<file path="src/hdl/asmh_pkg.sv">
package asmh_pkg;

    localparam int HISTORY_DEPTH = 8;
    localparam int CNT_W         = $clog2(HISTORY_DEPTH + 1);
    localparam int SCAN_W        = $clog2(HISTORY_DEPTH);

    typedef enum logic [1:0] {
        MODE_VSYNC       = 2'd0,
        MODE_ADAPT_SYNC  = 2'd1,
        MODE_ADAPT_ASYNC = 2'd2
    } mode_t;

    localparam logic [1:0] POLICY_AUTO   = 2'd0;
    localparam logic [1:0] POLICY_ALWAYS = 2'd1;
    localparam logic [1:0] POLICY_NEVER  = 2'd2;

    localparam logic [1:0] HINT_VSYNC = 2'd0;
    localparam logic [1:0] HINT_ASYNC = 2'd1;

    localparam logic ACT_SAMPLE = 1'b0;
    localparam logic ACT_EVAL   = 1'b1;

    localparam logic REG_POLICY  = 1'b0;
    localparam logic REG_CAPABLE = 1'b1;

    localparam logic [15:0] TO_VSYNC_RUN   = 16'd24;
    localparam logic [15:0] TO_ADAPT_RUN   = 16'd12;
    localparam logic [15:0] MIN_DWELL      = 16'd60;
    localparam logic [15:0] COUNT_MAX      = 16'hFFFF;
    localparam logic [8:0]  LOCKOUT_EVENTS = 9'd300;
    localparam logic [31:0] OSC_WINDOW_MS  = 32'd2000;
    localparam logic [CNT_W-1:0] OSC_COUNT = CNT_W'(4);
    localparam logic [31:0] SPREAD_LIMIT   = 32'd500000;

    typedef struct packed {
        logic diff_en;
        logic update_en;
    } stats_ctl_t;

endpackage

</file>
<file path="src/hdl/asmh_cell.sv">
module asmh_cell (
    input  logic                     aclk,
    input  logic                     aresetn,
    input  logic                     shift_en,
    input  logic                     valid_in,
    input  logic [31:0]              time_in,
    input  logic [31:0]              now,
    input  logic [asmh_pkg::CNT_W-1:0] cnt_in,
    output logic                     valid_out,
    output logic [31:0]              time_out,
    output logic [asmh_pkg::CNT_W-1:0] cnt_out
);
    import asmh_pkg::*;

    logic             valid_reg;
    logic [31:0]      time_reg;
    logic [CNT_W-1:0] cnt_reg;
    logic [31:0]      age;
    logic             recent;

    assign age    = now - time_reg;
    assign recent = valid_reg && (age <= OSC_WINDOW_MS);

    always_ff @(posedge aclk) begin
        if (!aresetn) begin
            valid_reg <= 1'b0;
        end else if (shift_en) begin
            valid_reg <= valid_in;
        end
    end

    always_ff @(posedge aclk) begin
        if (shift_en) begin
            time_reg <= time_in;
        end
        cnt_reg <= cnt_in + CNT_W'(recent);
    end

    assign valid_out = valid_reg;
    assign time_out  = time_reg;
    assign cnt_out   = cnt_reg;

endmodule

</file>
<file path="src/hdl/asmh_stats.sv">
module asmh_stats (
    input  logic                 aclk,
    input  logic                 aresetn,
    input  asmh_pkg::stats_ctl_t ctl,
    input  logic [31:0]          frame_time,
    output logic [31:0]          mean,
    output logic [31:0]          spread
);
    import asmh_pkg::*;

    logic [31:0] mean_reg;
    logic [31:0] spread_reg;
    logic [31:0] diff_reg;
    logic [39:0] mean_sum;
    logic [39:0] spread_sum;

    // x*224 + y*32, then >> 8
    assign mean_sum   = {mean_reg, 8'd0} - {3'd0, mean_reg, 5'd0} + {3'd0, frame_time, 5'd0};
    assign spread_sum = {spread_reg, 8'd0} - {3'd0, spread_reg, 5'd0} + {3'd0, diff_reg, 5'd0};

    always_ff @(posedge aclk) begin
        if (!aresetn) begin
            mean_reg   <= '0;
            spread_reg <= '0;
        end else if (ctl.update_en) begin
            mean_reg   <= mean_sum[39:8];
            spread_reg <= spread_sum[39:8];
        end
    end

    always_ff @(posedge aclk) begin
        if (ctl.diff_en) begin
            diff_reg <= (frame_time >= mean_reg) ? (frame_time - mean_reg)
                                                 : (mean_reg - frame_time);
        end
    end

    assign mean   = mean_reg;
    assign spread = spread_reg;

endmodule

</file>
<file path="src/hdl/adaptive_sync_mode_hysteresis_unit.sv">
// Frame-time sample: accepted, then the diff, update and commit states; commit loads the
// output register. Evaluation event: evaluate then commit; when a confirmed switch walks
// the switch-time cell row, the scan state lies between them
// (the count passes one cell per cycle); one request at a time.
// Input is taken while an earlier result waits in the output register (commit stalls).
// aresetn is synchronous, active low: mode vsync, counters, statistics, history
// valid bits and registers cleared.
module adaptive_sync_mode_hysteresis_unit (
    input  logic        aclk,
    input  logic        aresetn,
    input  logic        psel,
    input  logic        penable,
    input  logic        pwrite,
    input  logic [2:0]  paddr,
    input  logic [31:0] pwdata,
    output logic [31:0] prdata,
    output logic        pready,
    input  logic        s_tvalid,
    output logic        s_tready,
    // [31:0] frame_time_ns, [63:32] time_ms, [64] hint_valid, [65] on_output,
    // [66] full_screen, [68:67] hint, [71:69] zero
    input  logic [71:0] s_tdata,
    // [0] action
    input  logic [0:0]  s_tuser,
    output logic        m_tvalid,
    input  logic        m_tready,
    // [1:0] mode, [2] switched, [3] locked_out, [35:4] frame_time_mean,
    // [67:36] frame_time_spread, [68] stable, [71:69] zero
    output logic [71:0] m_tdata
);
    import asmh_pkg::*;

    typedef enum logic [2:0] {
        ST_IDLE,
        ST_SAMP_DIFF,
        ST_SAMP_UPD,
        ST_EVAL,
        ST_SCAN,
        ST_COMMIT
    } state_t;

    state_t      state_reg, state_next;
    logic [1:0]  policy_reg, policy_next;
    logic        capable_reg, capable_next;
    logic        act_reg, act_next;
    logic [31:0] ft_reg, ft_next;
    logic [31:0] now_reg, now_next;
    logic        hv_reg, hv_next;
    logic        on_reg, on_next;
    logic        full_reg, full_next;
    logic [1:0]  hint_reg, hint_next;
    mode_t       cur_reg, cur_next;
    mode_t       pend_mode_reg, pend_mode_next;
    logic [15:0] pend_cnt_reg, pend_cnt_next;
    logic [15:0] dwell_reg, dwell_next;
    logic [8:0]  cool_reg, cool_next;
    logic        lock_reg, lock_next;
    mode_t       target_reg, target_next;
    logic        sw_reg, sw_next;
    logic [SCAN_W-1:0] scan_cnt_reg, scan_cnt_next;
    logic        m_tvalid_reg, m_tvalid_next;
    logic [71:0] m_tdata_reg, m_tdata_next;

    stats_ctl_t  stats_ctl;
    logic [31:0] mean;
    logic [31:0] spread;
    logic        stable;
    mode_t       tgt;
    logic [15:0] dwell_inc;
    logic [15:0] pc_val;
    logic [15:0] run;
    logic        shift_en;
    logic        cfg_wr;

    logic                 valid_chain [0:HISTORY_DEPTH];
    logic [31:0]          time_chain  [0:HISTORY_DEPTH];
    logic [CNT_W-1:0]     cnt_chain   [0:HISTORY_DEPTH];

    asmh_stats u_stats (
        .aclk       (aclk),
        .aresetn    (aresetn),
        .ctl        (stats_ctl),
        .frame_time (ft_reg),
        .mean       (mean),
        .spread     (spread)
    );

    // newest switch time enters at cell 0
    assign valid_chain[0] = 1'b1;
    assign time_chain[0]  = now_reg;
    assign cnt_chain[0]   = '0;

    for (genvar k = 0; k < HISTORY_DEPTH; k++) begin : g_cell
        asmh_cell u_cell (
            .aclk      (aclk),
            .aresetn   (aresetn),
            .shift_en  (shift_en),
            .valid_in  (valid_chain[k]),
            .time_in   (time_chain[k]),
            .now       (now_reg),
            .cnt_in    (cnt_chain[k]),
            .valid_out (valid_chain[k+1]),
            .time_out  (time_chain[k+1]),
            .cnt_out   (cnt_chain[k+1])
        );
    end

    assign stable = spread < SPREAD_LIMIT;

    always_comb begin
        priority if (!capable_reg || policy_reg == POLICY_NEVER) begin
            tgt = MODE_VSYNC;
        end else if (!hv_reg || !on_reg) begin
            tgt = MODE_VSYNC;
        end else if (policy_reg == POLICY_ALWAYS) begin
            if (hint_reg == HINT_ASYNC) begin
                tgt = MODE_ADAPT_ASYNC;
            end else if (hint_reg != HINT_VSYNC) begin
                tgt = MODE_ADAPT_SYNC;
            end else begin
                tgt = MODE_VSYNC;
            end
        end else if (!full_reg || hint_reg == HINT_VSYNC) begin
            tgt = MODE_VSYNC;
        end else if (stable && cur_reg == MODE_VSYNC) begin
            tgt = MODE_VSYNC;
        end else begin
            tgt = (hint_reg == HINT_ASYNC) ? MODE_ADAPT_ASYNC : MODE_ADAPT_SYNC;
        end
    end

    assign dwell_inc = (dwell_reg != COUNT_MAX) ? dwell_reg + 16'd1 : dwell_reg;
    assign pc_val    = (tgt == pend_mode_reg)
                     ? ((pend_cnt_reg != COUNT_MAX) ? pend_cnt_reg + 16'd1 : pend_cnt_reg)
                     : 16'd1;
    assign run       = (tgt == MODE_VSYNC) ? TO_VSYNC_RUN : TO_ADAPT_RUN;

    assign cfg_wr = psel && penable && pwrite && pready;

    always_comb begin
        state_next     = state_reg;
        policy_next    = policy_reg;
        capable_next   = capable_reg;
        act_next       = act_reg;
        ft_next        = ft_reg;
        now_next       = now_reg;
        hv_next        = hv_reg;
        on_next        = on_reg;
        full_next      = full_reg;
        hint_next      = hint_reg;
        cur_next       = cur_reg;
        pend_mode_next = pend_mode_reg;
        pend_cnt_next  = pend_cnt_reg;
        dwell_next     = dwell_reg;
        cool_next      = cool_reg;
        lock_next      = lock_reg;
        target_next    = target_reg;
        sw_next        = sw_reg;
        scan_cnt_next  = scan_cnt_reg;
        m_tvalid_next  = m_tvalid_reg;
        m_tdata_next   = m_tdata_reg;
        stats_ctl      = '0;
        shift_en       = 1'b0;

        if (cfg_wr) begin
            unique case (paddr[2])
                REG_POLICY:  policy_next  = pwdata[1:0];
                REG_CAPABLE: capable_next = pwdata[0];
            endcase
        end

        if (m_tvalid_reg && m_tready) begin
            m_tvalid_next = 1'b0;
        end

        unique case (state_reg)
            ST_IDLE: begin
                if (s_tvalid) begin
                    act_next   = s_tuser[0];
                    ft_next    = s_tdata[31:0];
                    now_next   = s_tdata[63:32];
                    hv_next    = s_tdata[64];
                    on_next    = s_tdata[65];
                    full_next  = s_tdata[66];
                    hint_next  = s_tdata[68:67];
                    sw_next    = 1'b0;
                    state_next = (s_tuser[0] == ACT_EVAL) ? ST_EVAL : ST_SAMP_DIFF;
                end
            end
            ST_SAMP_DIFF: begin
                stats_ctl.diff_en = 1'b1;
                state_next        = ST_SAMP_UPD;
            end
            ST_SAMP_UPD: begin
                stats_ctl.update_en = 1'b1;
                state_next          = ST_COMMIT;
            end
            ST_EVAL: begin
                target_next = tgt;
                state_next  = ST_COMMIT;
                dwell_next  = dwell_inc;
                priority if (tgt == cur_reg) begin
                    pend_cnt_next  = '0;
                    pend_mode_next = cur_reg;
                end else if (dwell_reg < MIN_DWELL) begin
                    dwell_next = dwell_inc;
                end else if (cool_reg != '0) begin
                    cool_next = cool_reg - 9'd1;
                    if (cool_reg == 9'd1) begin
                        lock_next = 1'b0;
                    end
                end else if (lock_reg) begin
                    dwell_next = dwell_inc;
                end else begin
                    pend_mode_next = tgt;
                    pend_cnt_next  = pc_val;
                    if (pc_val >= run) begin
                        dwell_next    = dwell_reg;
                        scan_cnt_next = '0;
                        state_next    = ST_SCAN;
                    end
                end
            end
            ST_SCAN: begin
                if (scan_cnt_reg == SCAN_W'(HISTORY_DEPTH - 1)) begin
                    state_next = ST_COMMIT;
                    if (cnt_chain[HISTORY_DEPTH] >= OSC_COUNT) begin
                        lock_next      = 1'b1;
                        cool_next      = LOCKOUT_EVENTS;
                        cur_next       = MODE_VSYNC;
                        pend_mode_next = MODE_VSYNC;
                        pend_cnt_next  = '0;
                        sw_next        = (cur_reg != MODE_VSYNC);
                        dwell_next     = dwell_inc;
                    end else begin
                        pend_cnt_next = '0;
                        cur_next      = target_reg;
                        sw_next       = 1'b1;
                        dwell_next    = 16'd1;
                        shift_en      = 1'b1;
                    end
                end else begin
                    scan_cnt_next = scan_cnt_reg + SCAN_W'(1);
                end
            end
            ST_COMMIT: begin
                if (!m_tvalid_reg || m_tready) begin
                    m_tvalid_next = 1'b1;
                    m_tdata_next  = {3'd0, stable, spread, mean, lock_reg, sw_reg, cur_reg};
                    state_next    = ST_IDLE;
                end
            end
            default: state_next = ST_IDLE;
        endcase
    end

    always_ff @(posedge aclk) begin
        if (!aresetn) begin
            state_reg     <= ST_IDLE;
            policy_reg    <= POLICY_AUTO;
            capable_reg   <= 1'b0;
            cur_reg       <= MODE_VSYNC;
            pend_mode_reg <= MODE_VSYNC;
            pend_cnt_reg  <= '0;
            dwell_reg     <= '0;
            cool_reg      <= '0;
            lock_reg      <= 1'b0;
            sw_reg        <= 1'b0;
            scan_cnt_reg  <= '0;
            m_tvalid_reg  <= 1'b0;
        end else begin
            state_reg     <= state_next;
            policy_reg    <= policy_next;
            capable_reg   <= capable_next;
            cur_reg       <= cur_next;
            pend_mode_reg <= pend_mode_next;
            pend_cnt_reg  <= pend_cnt_next;
            dwell_reg     <= dwell_next;
            cool_reg      <= cool_next;
            lock_reg      <= lock_next;
            sw_reg        <= sw_next;
            scan_cnt_reg  <= scan_cnt_next;
            m_tvalid_reg  <= m_tvalid_next;
        end
        act_reg     <= act_next;
        ft_reg      <= ft_next;
        now_reg     <= now_next;
        hv_reg      <= hv_next;
        on_reg      <= on_next;
        full_reg    <= full_next;
        hint_reg    <= hint_next;
        target_reg  <= target_next;
        m_tdata_reg <= m_tdata_next;
    end

    assign pready   = 1'b1;
    assign prdata   = (paddr[2] == REG_CAPABLE) ? {31'd0, capable_reg} : {30'd0, policy_reg};
    assign s_tready = (state_reg == ST_IDLE);
    assign m_tvalid = m_tvalid_reg;
    assign m_tdata  = m_tdata_reg;

    a_cool_implies_lock: assert property (@(posedge aclk) disable iff (!aresetn)
        (cool_reg != '0) |-> lock_reg)
        else $error("cooldown running without lockout");

    a_scan_needs_change: assert property (@(posedge aclk) disable iff (!aresetn)
        (state_reg == ST_SCAN) |-> (target_reg != cur_reg) && (act_reg == ACT_EVAL))
        else $error("history walk without a pending mode change");

    a_lock_forces_vsync: assert property (@(posedge aclk) disable iff (!aresetn)
        $rose(lock_reg) |-> (cur_reg == MODE_VSYNC))
        else $error("lockout entered outside vsync");

    a_adaptive_switch_unlocked: assert property (@(posedge aclk) disable iff (!aresetn)
        (m_tvalid && m_tdata[2] && (m_tdata[1:0] != MODE_VSYNC)) |-> !m_tdata[3])
        else $error("switch to adaptive mode reported under lockout");

endmodule

</file>
<file path="config.mk">
export PLATFORM = sky130hd
export DESIGN_NAME = adaptive_sync_mode_hysteresis_unit
export DESIGN_NICKNAME = d
export VERILOG_FILES = /design/src/hdl/asmh_pkg.sv /design/src/hdl/asmh_cell.sv /design/src/hdl/asmh_stats.sv /design/src/hdl/adaptive_sync_mode_hysteresis_unit.sv
export SDC_FILE = /design/constraint.sdc
export NUM_CORES = 2
export LEC_CHECK = 0
export ABC_AREA = 1
export BUFFER_PORTS_ARGS = -buffer_cell sky130_fd_sc_hd__buf_4
export CAP_MARGIN = 10
export CORE_MARGIN = 4
export CORE_UTILIZATION = 57
export DETAILED_ROUTE_END_ITERATION = 10
export MAX_ROUTING_LAYER = met4
export PLACE_DENSITY = 0.78
export SYNTH_ARGS = -nofsm -noshare
export SYNTH_HDL_FRONTEND = slang
export SYNTH_SLANG_ARGS = --single-unit
</file>
<file path="constraint.sdc">
create_clock -name aclk -period 9.15 [get_ports aclk]
set_input_delay 1.3725 -clock aclk [delete_from_list [all_inputs] [get_ports aclk]]
set_output_delay 1.3725 -clock aclk [all_outputs]
set_load 0.01 [all_outputs]
</file>
# Yosys cells after proc, flatten, opt, wreduce, memory -nomap -nowiden
# Cells that the tools add are included.
dict set report word_totals {
  register_bits 586
  out_inout_bits 107
  wordCells 237
  in_bits 115
}
dict set report classes {
  n_lt_le_gt_ge 13
  eq_ne 30
  mux 78
  bitwise_logic 1
  n_addsub 25
  reduce_logical 43
}
# op n
set ops {}
lappend ops {{subtractor 32 bit} 10}
lappend ops {{<= comparator 32 x 11 -> 1 bit, second input constant} 8}
lappend ops {{two-way mux 16 bit} 15}
lappend ops {{adder 40 x 37 -> 40 bit} 2}
lappend ops {{subtractor 40 x 37 -> 40 bit} 2}
lappend ops {{case mux 16 bit (2 select lines)} 2}
lappend ops {{two-way mux 9 bit} 5}
lappend ops {{adder 16 x 1 -> 16 bit, second input constant} 2}
lappend ops {{>= comparator 32 bit} 1}
lappend ops {{less-than comparator 32 x 19 -> 1 bit, second input constant} 1}
lappend ops {{two-way mux 2 bit} 16}
lappend ops {{two-way mux 32 bit} 1}
lappend ops {{!= test 16 bit, second input constant} 2}
lappend ops {{two-way mux 3 bit} 9}
lappend ops {{adder 4 x 1 -> 4 bit} 6}
lappend ops {{!= test 2 bit, second input constant} 12}
lappend ops {{two-way mux 1 bit} 23}
lappend ops {{case mux 3 bit (6 select lines)} 1}
lappend ops {{case mux 9 bit (2 select lines)} 1}
lappend ops {{>= comparator 16 x 5 -> 1 bit} 1}
lappend ops {{less-than comparator 16 x 6 -> 1 bit, second input constant} 1}
lappend ops {{AND reduction 7 bit} 2}
lappend ops {{logical AND 1 bit} 12}
lappend ops {{AND reduction 6 bit} 2}
lappend ops {{27 further kinds} 53}

# Logic depth before layout (Yosys ltp)
dict set report logic_depth {
  word_depth 16
  ltp_mapped 26
  depth_no_buf 26
}

# By module
# From an unflattened synthesis, not the netlist that was laid out.
dict set report unflattened {
  cells_unflattened 7759
  area_unflattened_um2 52053.7
}
# module instances cells_per_inst area_each_um2 seq_area_each_um2
set by_module_without_submodules {}
lappend by_module_without_submodules {{asmh_cell (g_cell[2].u_cell ...)} 4 611 3784.9 1061.0}
lappend by_module_without_submodules {asmh_stats 1 2060 13405.4 2242.2}
lappend by_module_without_submodules {{asmh_cell (g_cell[0].u_cell ...)} 3 621 3789.9 1061.0}
lappend by_module_without_submodules {adaptive_sync_mode_hysteresis_unit 1 802 8490.6 5345.1}
lappend by_module_without_submodules {{asmh_cell (g_cell[1].u_cell)} 1 590 3648.5 1061.0}

# Least setup slack after synthesis
# Ideal clock, no wire load.
dict set report synth_path {
  path_kind {reg2reg}
  start {register g_cell[7].u_cell.cnt_reg[2]}
  end {register g_cell[1].u_cell.valid_reg}
  t_required_ps 8713
  setup_time_ps 437
  setup_slack_ps 246
  synth_period_minus_slack_ps 8904
  path_stages_with_launch 8
  n_path_buf 1
  t_arrival_ps 8467
  cell_sequence {dfxtp_1 -> nor2_1 -> inv_1 -> nor2_1 -> inv_1 -> nor2_1 -> clkbuf_1 -> a21oi_1}
}
dict set report synth_between {
  elab_chain_cells 4
}
# item line_no
set synth_rtl {}
lappend synth_rtl {{start: declaration} asmh_cell.sv:17} ;# logic [CNT_W-1:0] cnt_reg;
lappend synth_rtl {{start signal: assignment} asmh_cell.sv:36} ;# cnt_reg <= cnt_in + CNT_W'(recent);
lappend synth_rtl {{>= comparator 4 x 3 -> 1 bit} adaptive_sync_mode_hysteresis_unit.sv:227} ;# if (cnt_chain[HISTORY_DEPTH] >= OSC_COUNT) begin
lappend synth_rtl {{two-way mux 1 bit} adaptive_sync_mode_hysteresis_unit.sv:227}
lappend synth_rtl {{two-way mux 1 bit} adaptive_sync_mode_hysteresis_unit.sv:225} ;# if (scan_cnt_reg == SCAN_W'(HISTORY_DEPTH - 1)) begin
lappend synth_rtl {{two-way mux 1 bit} adaptive_sync_mode_hysteresis_unit.sv:176} ;# unique case (state_reg)
lappend synth_rtl {{named net g_cell[0].u_cell.shift_en} asmh_cell.sv:4} ;# input logic shift_en,
lappend synth_rtl {{end signal: assignment} asmh_cell.sv:28} ;# valid_reg <= valid_in;
lappend synth_rtl {{end: declaration} asmh_cell.sv:15} ;# logic valid_reg;
# The timed path passes the listed nets, and every way through them passes these cells.
# A chain may end at the register's enable or synchronous reset.

# Worst setup path in the final report
dict set report layout_path {
  start {register state_reg[2]}
  end {register g_cell[2].u_cell.valid_reg}
}
dict set report layout_between {
  elab_chain_cells 2
}
# item line_no
set layout_rtl {}
lappend layout_rtl {{start: declaration} adaptive_sync_mode_hysteresis_unit.sv:42} ;# state_t state_reg, state_next;
lappend layout_rtl {{start signal: assignment} adaptive_sync_mode_hysteresis_unit.sv:272} ;# state_reg <= state_next;
lappend layout_rtl {{== test 3 bit} adaptive_sync_mode_hysteresis_unit.sv:176}
lappend layout_rtl {{two-way mux 1 bit} adaptive_sync_mode_hysteresis_unit.sv:176}
lappend layout_rtl {{end signal: assignment} asmh_cell.sv:28}
lappend layout_rtl {{end: declaration} asmh_cell.sv:15}
# Every way passes these cells.

==> qor_table.md <==
| Metric | This run |
| --- | --- |
| Netlist Area Pre-Place | 43,600 µm² |
| TritonCTS Sinks | 581 |
| Mean area per synthesized cell | 7.85 µm² |
| Clk Latency, worst-skew pair | 0.61 ns |
| Final standard cell utilization of the core | 63.3% |
| Number of synthesized flops with an enable pin | 428 |
| Clock Skews | 0.0256 ns |
| Floorplan die width | 284 µm |
| Root cell of the clock tree | sky130_fd_sc_hd__clkbuf_16 |
| Setup-violating endpoint count in the final report | 0 |
| Io pins | 222 |
| Register bit total from synthesis | 581 |
| Initial antenna violation count | 0 |
| Clock Pin Slew Worst Setup and Hold Paths | 0.06 ns |
| Share of synthesized flip-flops with an asynchronous set or reset | 0% |
| Cell-by-cell trace of the critical path | inv_1 > nor2_1 > inv_1 > nor2_1 > inv_1 > nor2_4 > buf_12 > inv_1 > nor2_1 > nor2_1 |
| Wire per inst | 16.5 µm |
| Synthesis Warnings | 0 |
| Worst Min Path Start | g_cell[0].u_cell.time_out[18]$_DFFE_PP_ |
| Global-route wire length before repair | 178,000 µm |
| Number of different library cells in the post-synthesis netlist | 67 |
| FF-to-FF Start | state_reg[2]$_SDFFE_PN0P_ |
| Cell class contributing the biggest share of worst-path delay | simple AND/OR/NAND/NOR gates |
| Pin count of the biggest net entering global routing | 169 |
| Cell accounting for the most synthesized area | sky130_fd_sc_hd__edfxtp_1 |
| Critical path data arrival time | 4.61 ns |
| Post-placement setup slack | 4.86 ns |
| Core outline area | 75,800 µm² |
| Sort of element at the end of the critical path | flop |
| Remaining number of nets flagged by the antenna check after routing | 0 |
| Max-slew violation total from the final report | 0 |
| Sum of internal, switching and leakage power | 0.0154 W |
| CTS max path bufs | 3 |
| Outcome | finished clean |
| Number of hold violations in the final report | 0 |
| Startpoint types | flop |
| Required time of the critical path | 9.64 ns |
| CTS tree | yes |
| Area share of the largest cell type after synthesis | 29.5% |
| Quantity of hold-fixing buffers added after cts | 0 |
| Largest register FFs | 256 |
| Standard-cell row count | 101 |
| Setup CP Type | flop to flop |
| Fin nets | 6,310 |
| Routability congestion estimate from global placement | 0.969 |
| Post-synth top flop | sky130_fd_sc_hd__edfxtp_1 |
| Unrepaired setup endpoints after global routing | no |
| Count of antenna diodes in the layout | 0 |
| Post-layout min period | 4.12 ns |
| Fill cell total of the finished layout | 6,633 |
| Max Clk Rate | 243 MHz |
| Peak supply drop | 0.000281 V |
| Most numerous cell in the Yosys netlist | sky130_fd_sc_hd__inv_1 |
| Initial Utilization | 57.5% |
| Die Ht | 284 µm |
| Synthesized instance count | 5,551 |
| CTS-repair resized insts | 0 |
| Combined global-route utilization of all metal layers | 27.7% |
| Number of buffers inserted by port buffering | 152 |
| Slowest library cell on the worst path | sky130_fd_sc_hd__nor2_1 |
| Residual overflow from global routing | 0 |
| Number of clock buffers inserted by TritonCTS | 68 |
| Fraction of layout instances using a drive strength above 1 | 5.98% |
| Total length of routed wires | 112,000 µm |
| Remaining DRCs | 0 |
| Cell types occupying the most area after synthesis | sky130_fd_sc_hd__edfxtp_1 (29%), sky130_fd_sc_hd__ha_1 (11%), sky130_fd_sc_hd__inv_1 (9.0%), sky130_fd_sc_hd__nand2_1 (8.1%), sky130_fd_sc_hd__dfxtp_1 (7.0%) |
| Floorplan die area | 80,900 µm² |
| Start point of the critical path | state_reg[2]$_SDFFE_PN0P_ |
| Post-Route Hold Slack | 0.434 ns |
| Ranking of synthesized cells by instance count | sky130_fd_sc_hd__inv_1 (1,045), sky130_fd_sc_hd__nand2_1 (944), sky130_fd_sc_hd__a21oi_1 (581) |
| Highest cell delay on the worst timing path | 0.72 ns |
| Slew of the pin with the lowest slew margin | 1.28 ns |
| Critical Path Fanout Max | 168 |
| Static Leakage | 22.7 nW |
| Relative area change from synthesis to final layout | 10.1% |
| Vias in the first global route | 35,860 |
| DP HPWL | 88,900 µm |
| Part of the Yosys area used for sequential elements | 36.5% |
| Count of max-cap constraint violations | 0 |
| Worst slew margin relative to its limit | 14.7% |
| Setup tns final | 0 ns |
| H-tree levels | 3 |
| Drt first pass iters | 6 |
| Number of vias after detailed routing | 37,728 |
| Worst path buffer plus inverter count | 5 |
| Share of the clock period used by the worst path | 45.0% |
| Worst Setup Slack, final | 5.03 ns |
| Average vias per placed instance | 5.58 |
| Class of the tightest hold or removal check | flop to flop |
| Cell area power density | 321 nW/µm² |
| Detailed Route Iter0 Violations | 3,146 |
| Post-CTS Setup Inserts | 0 |
==> worst register-to-register path, stage by stage (launching register included) <==
cell and delay (ns):
sky130_fd_sc_hd__dfxtp_1 0.39, sky130_fd_sc_hd__inv_1 0.11, sky130_fd_sc_hd__nor2_1 0.72, sky130_fd_sc_hd__inv_1 0.49
sky130_fd_sc_hd__nor2_1 0.19, sky130_fd_sc_hd__inv_1 0.15, sky130_fd_sc_hd__nor2_4 0.64, sky130_fd_sc_hd__buf_12 0.45
sky130_fd_sc_hd__inv_1 0.59, sky130_fd_sc_hd__nor2_1 0.21, sky130_fd_sc_hd__nor2_1 0.06
==> report_power, final <==
group | switching [W] | total (W) | internal, W
sequential | 0.000464 | 0.00378 | 0.00332
combinational | 0.00565 | 0.00887 | 0.00322
clock | 0.00110 | 0.00277 | 0.00167
total | 0.00722 | 0.0154 | 0.00820
==> cells by family (layout without fill, tap and decap cells) <==
kind of cell	after synthesis	count (layout)	share of synthesized area [%]
adders and majority gates	461	461	14.3
DFF	581	581	36.5
AOI/OAI and AO/OA	1204	1204	15.4
other	2	34	0.0172
xor gates and xnor gates	238	238	4.78
muxes	6	6	0.138
buffers and inverters	1143	1348	10.2
and+or+nand+nor	1916	1916	18.6
==> per-stage QoR <==
step | instances | instance area (µm²)
2_1_floorplan | 5583 | 43700
3_3_place_gp | 6642 | 45700
3_5_place_dp | 6642 | 45700
4_1_cts | 6766 | 48000
5_1_grt | 6766 | 48000
6_report | 6766 | 48000
==> per-layer routing <==
layer / track usage (%) / vias to the layer above / part of all wire [%]
met3: 3.52 / 202 / 7.0
met1: 37.5 / 17424 / 45
met5: - / - / 0
met4: 7.79 / 0 / 2.6
met2: 44.0 / 1244 / 45
li1: - / 18858 / -
==> final timing paths <==
check / slack (ns) / depth (start not counted) / to
worst max-delay path: 5.03 / 10 / g_cell[2].u_cell.valid_out$_SDFFE_PN0P_
worst min-delay path: 0.43 / 0 / g_cell[1].u_cell.time_out[18]$_DFFE_PP_
worst max register to register: 5.03 / 10 / g_cell[2].u_cell.valid_out$_SDFFE_PN0P_
worst min register to register: 0.43 / 0 / g_cell[1].u_cell.time_out[18]$_DFFE_PP_
==> layout by cell type, fill, tap and decap left out, types with 68 or more instances in the layout <==
| cell type | netlist | final |
|---|---|---|
| sky130_fd_sc_hd__inv_1 | 1045 | 1044 |
| sky130_fd_sc_hd__nand2_1 | 944 | 944 |
| sky130_fd_sc_hd__a21oi_1 | 581 | 581 |
| sky130_fd_sc_hd__nor2_1 | 485 | 483 |
| sky130_fd_sc_hd__edfxtp_1 | 428 | 428 |
| sky130_fd_sc_hd__ha_1 | 400 | 400 |
| sky130_fd_sc_hd__o21ai_0 | 366 | 366 |
| sky130_fd_sc_hd__nand3_1 | 225 | 225 |
| sky130_fd_sc_hd__buf_4 | 37 | 163 |
| sky130_fd_sc_hd__xor2_1 | 153 | 153 |
| sky130_fd_sc_hd__dfxtp_1 | 153 | 153 |
| sky130_fd_sc_hd__nand4_1 | 95 | 95 |
| sky130_fd_sc_hd__xnor2_1 | 85 | 85 |
| sky130_fd_sc_hd__clkbuf_16 | 0 | 70 |
| sky130_fd_sc_hd__nor3_1 | 69 | 68 |
==> layout make-up <==
cell class	instances	area (µm²)	area share [%]
inverter	1060	3980	8.29
clock buffer	89	1860	3.88
sequential	581	15900	33.2
clock inverter	35	417	0.868
timing repair buffer	164	1240	2.59
multi-input combinational	3859	23300	48.6
tap	978	1220	2.55
(Power assumes the default switching activity.)
